**src/bucketed_int_hash_set_assert.svh**
```systemverilog
// ----------------------------------------------------------------------------
// bucketed_int_hash_set assertion macros
// Shorthands for clocked, reset-qualified properties on clk and arst_n.
// ----------------------------------------------------------------------------
`ifndef BUCKETED_INT_HASH_SET_ASSERT_SVH
`define BUCKETED_INT_HASH_SET_ASSERT_SVH

// antecedent implies consequent in the same cycle
`define BIHS_ASSERT_SAME(lbl, ante, cons) \
	lbl: assert property (@(posedge clk) disable iff (!arst_n) (ante) |-> (cons)) \
		else $error("bihs: same-cycle property failed");

// antecedent implies consequent in the next cycle
`define BIHS_ASSERT_NEXT(lbl, ante, cons) \
	lbl: assert property (@(posedge clk) disable iff (!arst_n) (ante) |=> (cons)) \
		else $error("bihs: next-cycle property failed");

`endif

```
**src/bihs_pkg.sv**
```systemverilog
// ----------------------------------------------------------------------------
// bihs_pkg
// Shared types and constants of the bucketed integer hash set.
// ----------------------------------------------------------------------------
package bihs_pkg;

	localparam int KEY_W    = 31;
	localparam int INIT_W   = 9;
	localparam int LIM_W    = 4;
	localparam int LOAD_W   = 12;
	localparam int CFG_W    = 12;
	localparam int CIDX_W   = 2;
	localparam int BOUT_W   = 9;
	localparam int TOT_W    = 12;
	localparam int DCNT_W   = $clog2(KEY_W + 1);

	localparam int INIT_RST = 16;
	localparam int LIM_RST  = 8;
	localparam int LOAD_RST = 256;

	localparam logic [CIDX_W-1:0] CFG_INIT  = 2'd0;
	localparam logic [CIDX_W-1:0] CFG_LIMIT = 2'd1;
	localparam logic [CIDX_W-1:0] CFG_LOAD  = 2'd2;

	typedef enum logic [0:0] {
		OP_INSERT = 1'b0,
		OP_LOOKUP = 1'b1
	} opcode_t;

	typedef enum logic [2:0] {
		ST_INSERTED = 3'd0,
		ST_PRESENT  = 3'd1,
		ST_FOUND    = 3'd2,
		ST_ABSENT   = 3'd3,
		ST_FULL     = 3'd4
	} status_t;

	typedef struct packed {
		opcode_t           opcode;
		logic [KEY_W-1:0]  key;
	} in_word_t;

	typedef struct packed {
		status_t           status;
		logic [BOUT_W-1:0] buckets_now;
		logic [TOT_W-1:0]  element_total;
	} out_word_t;

	// sequencer to datapath
	typedef struct packed {
		logic    load_item;
		logic    div_item;
		logic    set_h;
		logic    fill_rd;
		logic    fill_get;
		logic    scan_rd;
		logic    put_key;
		logic    st_we;
		status_t st_code;
		logic    g_init;
		logic    g_frd;
		logic    g_fget;
		logic    g_rd;
		logic    g_kst;
		logic    g_place;
		logic    g_wf_lo;
		logic    g_wf_hi;
		logic    g_next;
		logic    g_finish;
	} dp_cmd_t;

	// datapath to sequencer
	typedef struct packed {
		logic div_done;
		logic scan_end;
		logic hit;
		logic is_lookup;
		logic full;
		logic can_double;
		logic load_over;
		logic g_bucket_end;
		logic g_last;
	} dp_sts_t;

endpackage

```
**src/bihs_ctrl.sv**
```systemverilog
// ----------------------------------------------------------------------------
// bihs_ctrl
// Sequencer: walks one item through hash, scan, insert and rehash passes.
// ----------------------------------------------------------------------------
module bihs_ctrl import bihs_pkg::*; (
	input  logic    clk,
	input  logic    arst_n,
	input  logic    start,
	input  dp_sts_t sts,
	output dp_cmd_t cmd,
	output logic    busy,
	output logic    done
);

	typedef enum logic [4:0] {
		S_IDLE, S_DSTART, S_DWAIT, S_FGET, S_SCAN, S_SCMP, S_CHK, S_LOAD,
		S_GINIT, S_GFRD, S_GFGET, S_GRD, S_GKST, S_GDIV, S_GWLO, S_GWHI, S_DONE
	} state_t;

	state_t state_q;
	state_t nxt;
	logic   ret_load_q;
	logic   ret_load_d;
	logic   busy_q;
	logic   done_q;

	always_comb begin
		nxt        = state_q;
		ret_load_d = ret_load_q;
		cmd        = '0;
		cmd.st_code = ST_INSERTED;
		unique case (state_q)
			S_IDLE: begin
				if (start) begin
					cmd.load_item = 1'b1;
					nxt = S_DSTART;
				end
			end
			S_DSTART: begin
				cmd.div_item = 1'b1;
				nxt = S_DWAIT;
			end
			S_DWAIT: begin
				if (sts.div_done) begin
					cmd.set_h   = 1'b1;
					cmd.fill_rd = 1'b1;
					nxt = S_FGET;
				end
			end
			S_FGET: begin
				cmd.fill_get = 1'b1;
				nxt = S_SCAN;
			end
			S_SCAN: begin
				if (sts.scan_end) begin
					if (sts.is_lookup) begin
						cmd.st_we   = 1'b1;
						cmd.st_code = ST_ABSENT;
						nxt = S_DONE;
					end else begin
						nxt = S_CHK;
					end
				end else begin
					cmd.scan_rd = 1'b1;
					nxt = S_SCMP;
				end
			end
			S_SCMP: begin
				if (sts.hit) begin
					cmd.st_we   = 1'b1;
					cmd.st_code = sts.is_lookup ? ST_FOUND : ST_PRESENT;
					nxt = S_DONE;
				end else begin
					nxt = S_SCAN;
				end
			end
			S_CHK: begin
				if (!sts.full) begin
					cmd.put_key = 1'b1;
					nxt = S_LOAD;
				end else if (sts.can_double) begin
					ret_load_d = 1'b0;
					nxt = S_GINIT;
				end else begin
					cmd.st_we   = 1'b1;
					cmd.st_code = ST_FULL;
					nxt = S_DONE;
				end
			end
			S_LOAD: begin
				if (sts.load_over && sts.can_double) begin
					ret_load_d = 1'b1;
					nxt = S_GINIT;
				end else begin
					cmd.st_we   = 1'b1;
					cmd.st_code = ST_INSERTED;
					nxt = S_DONE;
				end
			end
			S_GINIT: begin
				cmd.g_init = 1'b1;
				nxt = S_GFRD;
			end
			S_GFRD: begin
				cmd.g_frd = 1'b1;
				nxt = S_GFGET;
			end
			S_GFGET: begin
				cmd.g_fget = 1'b1;
				nxt = S_GRD;
			end
			S_GRD: begin
				if (sts.g_bucket_end) begin
					nxt = S_GWLO;
				end else begin
					cmd.g_rd = 1'b1;
					nxt = S_GKST;
				end
			end
			S_GKST: begin
				cmd.g_kst = 1'b1;
				nxt = S_GDIV;
			end
			S_GDIV: begin
				if (sts.div_done) begin
					cmd.g_place = 1'b1;
					nxt = S_GRD;
				end
			end
			S_GWLO: begin
				cmd.g_wf_lo = 1'b1;
				nxt = S_GWHI;
			end
			S_GWHI: begin
				cmd.g_wf_hi = 1'b1;
				if (sts.g_last) begin
					cmd.g_finish = 1'b1;
					nxt = ret_load_q ? S_LOAD : S_DSTART;
				end else begin
					cmd.g_next = 1'b1;
					nxt = S_GFRD;
				end
			end
			S_DONE: begin
				nxt = S_IDLE;
			end
			default: begin
				nxt = S_IDLE;
			end
		endcase
	end

	always_ff @(posedge clk or negedge arst_n) begin
		if (!arst_n) begin
			state_q    <= S_IDLE;
			ret_load_q <= 1'b0;
			busy_q     <= 1'b0;
			done_q     <= 1'b0;
		end else begin
			state_q    <= nxt;
			ret_load_q <= ret_load_d;
			busy_q     <= (nxt != S_IDLE);
			done_q     <= (nxt == S_DONE);
		end
	end

	assign busy = busy_q;
	assign done = done_q;

endmodule

```
**config.mk**
```make
export PLATFORM = sky130hd
export DESIGN_NAME = bihs_ctrl
export DESIGN_NICKNAME = d
export VERILOG_FILES = /design/src/bucketed_int_hash_set_assert.svh /design/src/bihs_pkg.sv /design/src/bihs_ctrl.sv
export SDC_FILE = /design/constraint.sdc
export NUM_CORES = 1
export LEC_CHECK = 0
export BUFFER_PORTS_ARGS = -buffer_cell sky130_fd_sc_hd__buf_4
export CAP_MARGIN = 20
export CORE_ASPECT_RATIO = 1.4
export CORE_MARGIN = 5
export CORE_UTILIZATION = 30
export CTS_CLUSTER_SIZE = 30
export DETAILED_ROUTE_END_ITERATION = 12
export PLACE_DENSITY = 0.67
export SLEW_MARGIN = 10
export SYNTH_ARGS = -nofsm -noshare
export SYNTH_HDL_FRONTEND = slang
export SYNTH_SLANG_ARGS = --single-unit
```
**constraint.sdc**
```tcl
create_clock -name clk -period 3.41 [get_ports clk]
set_input_delay 0.682 -clock clk [delete_from_list [all_inputs] [get_ports clk]]
set_output_delay 0.682 -clock clk [all_outputs]
set_load 0.01 [all_outputs]
```
==> summary.txt, run 1 <==
Layout
  • Layout cell share with drive strength beyond 1: 0.400
  • Finished Layout Cells: 154
  • Nets: 134
  • Multi-input logic area: 473 sq um
  • Layout fillers: 244
  • Reg area: 200 sq um
  • Inserted Diodes: 0
  • Area growth, synth to finish: 34.2%

Power
  • Peak supply drop: 0.000321 V
  • Power, Total: 0.000672 W
  • Power Density: 671 nW/um^2
  • Leak: 0.462 nW

STA
  • Worst Clk Skew: 2.73 ps
  • Pins Over Slew Limit: 0
  • Setup violations, final: 0
  • Slew HR: 0.568
  • Final setup TNS: 0 ps
  • Worst-Margin Slew: 631 ps
  • Fmax: 398 MHz
  • Unrepaired setup endpoints after global routing: no
  • Final worst slack: 896 ps
  • Period utilization: 0.737
  • Final Hold Fails: 0
  • Final min period: 2510 ps

Critical path
  • CP required: 2730 ps
  • Worst Setup End Kind: output pin
  • Setup crit start: state_q[1]
  • Kind of critical path: flip-flop to output pin
  • Worst endpoint data arrival time: 1830 ps
  • Setup crit end: cmd[12]
  • Reg2reg setup slack: 1500 ps
  • R2R cell count: 4
  • Worst Setup Start Kind: flip-flop
  • Max FO, Critical Path: 21
  • Worst r2r dst: busy
  • R2r startpoint: state_q[1]

Floorplan
  • Die area: 3600 sq um
  • Standard-cell rows: 21
  • IO Count: 35
  • Die H: 69.0 microns
  • Core box area: 2390 sq um
  • Initial Util: 0.312
  • Die X: 52.1 microns

Drt
  • Vias per inst: 5.19
  • Max layer used: met4
  • DR vias: 800
  • DRT Wirelength: 2120 microns
  • Routed met3 length: 118 microns
  • WL met2: 1100 microns
  • Wire per inst: 13.8 microns
  • DRT Pass-1 Iters: 4
  • DRT met1 WL: 876 microns
  • Drt first-iter violations: 17
  • Detailed-route DRC error count: 0
  • Post-DRT Antenna Nets: 0

Place
  • Port Buf Inserts: 34
  • Placed Cells: 151
  • Dpl ws: 1170 ps
  • HPWL after DPL: 1680 microns
  • Gpl congestion: 0.802

CTS
  • # resized after CTS: 0
  • Hold-fix buffers, CTS: 0
  • CTS Buf Count: 3
  • TritonCTS clock tree: yes
  • H-tree depth: 1
  • Clock Pin Slew Worst Setup and Hold Paths: 50 ps
  • Clk_lat worst skew: 240 ps
  • Clock sink total: 8
  • CTS root buffer: clkbuf_4
  • CTS Buffer Depth: 2
  • Post CTS Setup Buffer Count: 0

Synth
  • Cell taking the most area after synthesis: dfrtp_1
  • EDFF count, synth: 0
  • Post-Synthesis Net Count: 101
  • Yosys cell types: 33
  • Top-area cell type share of the netlist area: 0.268
  • Mapped Cells: 89
  • Syn. warnings: 0
  • Synth Register Bits: 8
  • Top area cells in the synthesized netlist: dfrtp_1, nand2_1, nor2_1, nor3_1, o221a_2
  • Mean Syn Cell Area: 8.38 sq um
  • Most common cell in the netlist: nand2_1
  • Async S/R FF share, synth: 1.00
  • Synth Cell Area: 746 sq um
  • Register area share after synthesis: 0.268
  • Synth top cells by count: nand2_1, nor2_1, dfrtp_1
  • Top_reg_cell synth: dfrtp_1

Global route
  • Global-route wire length before repair: 3300 microns
  • GRT Overall Usage: 0.117
  • Vias in the first global route: 786
  • Initial antenna violation count: 0
  • Largest net degree at the start of global routing: 22
  • Grt total ovfl: 0

Status
  • Status: finished clean

Min path
  • Hold Path Class: input port to asynchronous set/reset pin

Job
  • Max-Cap Viols: 0
[worst min path at each step]
stage / from / end / slack, ps
final: arst_n / ret_load_q / 240
after CTS: arst_n / busy / 240
after global placement: arst_n / busy / 500
after floorplan: arst_n / busy / 390
after global routing: arst_n / state_q[2] / 240
after detailed placement: arst_n / busy / 500
[state kept, by name (all words and copies together) (netlist names)]
name        cells
state_q         5
ret_load_q      1
busy            1
done            1
[cell usage in the layout, fill, tap and decap left out, types with 3 or more instances in the layout]
cell type,synthesis,layout
nor3_1,7,7
nor2_1,10,10
nand2_1,12,12
nor2b_1,4,4
clkbuf_4,0,3
and2_1,3,3
buf_4,2,34
o221a_2,3,3
dfrtp_1,8,8
and3_1,4,4
o21ai_0,4,4
[cell families (layout without fill, tap and decap cells)]
group,count (synthesis),count (layout),share of synthesized area
buf+inv,8,39,0.0973
flops,8,8,0.268
compound gates,17,17,0.200
simple gates,55,55,0.421
mux,1,1,0.0134
[final cells by class]
| type | instances | share of cell area |
|---|---|---|
| Tap cell | 34 | 0.0425 |
| Inverter | 2 | 0.00750 |
| Sequential cell | 8 | 0.200 |
| Clock buffer | 3 | 0.0225 |
| Multi-Input combinational cell | 73 | 0.473 |
| Timing Repair Buffer | 34 | 0.255 |
[metrics by stage]
stage	utilization	hold WS (ps)	instance area, sq um
global route	0.419	236	1000
CTS	0.419	244	1000
floorplan	-	386	746
finish	0.419	244	1000
global placement	0.409	500	978
detailed placement	0.409	503	978
[power breakdown]
part | total [W] | switching (W) | internal, W
Clock | 0.0000671 | 0.0000272 | 0.0000399
Sequential | 0.000220 | 0.0000889 | 0.000131
Combinational | 0.000384 | 0.000206 | 0.000178
Total | 0.000672 | 0.000322 | 0.000350
[worst max-delay path: stages, from the launching register on]
cell and delay, ps:
dfrtp_1 760, or2b_2 410, nor4_1 250, buf_4 170
[metal layers]
metal	track usage	vias to the layer above
li1	-	392
met1	0.131	373
met2	0.222	33
met3	0.0194	2
met4	0.0383	0
met5	0	-
(Power assumes the default switching activity.)
==> run 2, diff against run 1 <==
PLACE_DENSITY = 0.69   (was 0.67)
clock period = 2.15 ns   (was 3.41 ns; I/O delays follow)
==> run 2 against run 1 <==
  * Critical path depth unchanged
  * Flip-flop and latch count is the same
  * Clock power rose by 67%
  * Clock skew fell by 0.66 ps
  * Total power grew 66%
  * Cell count up 3.2%
  * Worst hold slack better by 230 ps
  * First-iteration DRC count unchanged
  * Via count shrank 1.3%
  * Critical endpoint unchanged
  * Largest power group unchanged
==> summary.txt, run 2 (same netlist as run 1, synthesis figures left out) <==
Critical path
  • R2r startpoint: state_q[4]
  • CP max stage cell: dfrtp_2
  • Kind of critical path: flip-flop to output pin
  • Delay-heaviest family, CP: simple AND/OR/NAND/NOR gates
  • Max FO, Critical Path: 17
  • Reg2reg setup slack: 510 ps
  • Crit path cell chain: or2b_2, nor4_1, buf_4
  • Critical path's largest stage delay: 520 ps
  • Stages on worst setup path: 3
  • Worst endpoint data arrival time: 1650 ps
  • Worst Setup End Kind: output pin
  • CP required: 1720 ps
  • R2R cell count: 5
  • Worst r2r dst: busy
  • Setup crit start: state_q[0]
  • CP bufs+invs: 1
  • Worst Setup Start Kind: flip-flop
  • Setup crit end: cmd[12]

Global route
  • Global-route met3 utilization: 0.0323
  • Global-route wire length before repair: 3290 microns
  • Met1 Resource Use GR: 0.126
  • GRT Overall Usage: 0.121
  • Initial antenna violation count: 0
  • Met2 GRT Util: 0.236
  • Grt total ovfl: 0
  • Vias in the first global route: 736
  • Busiest grt layer: met2
  • Largest net degree at the start of global routing: 18

Drt
  • Vias per inst: 4.97
  • DRT Pass-1 Iters: 4
  • DRT Wirelength: 2080 microns
  • Drt first-iter violations: 17
  • Wire per inst: 13.1 microns
  • Post-DRT Antenna Nets: 0
  • Detailed-route DRC error count: 0
  • DR vias: 790

CTS
  • CTS Buf Count: 3
  • Clk_lat worst skew: 250 ps
  • CTS Buffer Depth: 2
  • TritonCTS clock tree: yes
  • Post CTS Setup Buffer Count: 0
  • Clock sink total: 8
  • Clock Pin Slew Worst Setup and Hold Paths: 50 ps
  • H-tree depth: 1
  • CTS root buffer: clkbuf_4

Layout
  • Most frequent cells in the layout: buf_4, nand2_1, nor2_1
  • Layout fillers: 255
  • Finished Layout Cells: 159
  • Largest register FFs: 5
  • Fin util: 0.437
  • Inserted Diodes: 0
  • Nets: 139
  • Layout cell share with drive strength beyond 1: 0.432
  • Most common cell after layout, fill and taps aside: buf_4
  • Largest reg by FF count: state_q
  • Area growth, synth to finish: 40.1%

STA
  • Pins Over Slew Limit: 0
  • Worst Clk Skew: 2.08 ps
  • Final min period: 2080 ps
  • Fmax: 481 MHz
  • Worst-Margin Slew: 613 ps
  • Setup violations, final: 0
  • Unrepaired setup endpoints after global routing: no
  • Final Hold Fails: 0
  • Hold_ws: 471 ps
  • Slew HR: 0.581
  • Period utilization: 0.967
  • Final setup TNS: 0 ps

Floorplan
  • Die X: 52.1 microns
  • Die H: 69.0 microns
  • IO Count: 35
  • Standard-cell rows: 21
  • Die area: 3600 sq um
  • Core box area: 2390 sq um
  • Initial Util: 0.312

Min path
  • Hold Path Class: input port to flip-flop

Power
  • Peak supply drop: 0.000452 V
  • Power Density: 1070 nW/um^2
  • Leak: 0.487 nW

Place
  • Placed Cells: 155
  • Gpl congestion: 0.841
  • HPWL after DPL: 1690 microns
  • Port Buf Inserts: 34

Job
  • Max-Cap Viols: 0

Status
  • Status: finished clean
-- run 2: cell type report --
| class | instances | area, sq um | area share |
|---|---|---|---|
| clock buffer | 3 | 22.5 | 0.0216 |
| sequential | 8 | 201 | 0.193 |
| inverter | 2 | 7.51 | 0.00719 |
| multi-input combinational | 73 | 475 | 0.455 |
| timing repair buffer | 39 | 295 | 0.283 |
| tap | 34 | 42.5 | 0.0407 |
-- run 2: worst min-delay path by stage --
stage / start / endpoint / cells after the start
after floorplan: arst_n / busy / 0
final: sts[1] / state_q[1] / 3
after CTS: sts[1] / state_q[1] / 3
after global placement: arst_n / busy / 1
after global routing: sts[1] / state_q[1] / 3
after detailed placement: arst_n / busy / 1
-- run 2: what timing repair did --
item / 4_1_cts / 5_1_grt
gates resized for setup: 2 / 0
hold endpoints to repair: 8 / 0
setup endpoints to repair: 3 / 0
hold buffers: 1 / 0
-- run 2: worst min-delay path: stages --
cell and delay, ps:
buf_4 90, a221oi_1 100, nand2_1 70
-- run 2: power breakdown --
group	internal [W]	leakage [nW]	switching, W	total (W)
sequential	0.000212	0.101	0.0000848	0.000296
clock	0.0000637	0.0138	0.0000487	0.000112
combinational	0.000326	0.372	0.000380	0.000706
-- run 2: metal layers --
metal / wire length [microns] / share of wire
met1: 798 / 0.38
met2: 1100 / 0.53
met3: 159 / 0.076
met4: 19 / 0.0091
met5: 0 / 0
-- run 2: through the flow --
stage	area [sq um]	worst slack (ps)	power (W)
detailed placement	1010	271	0.000996
finish	1040	70.1	0.00111
floorplan	746	425	0.000796
global route	1040	5.04	0.00121
CTS	1040	92.6	0.00112
global placement	1010	288	0.000991
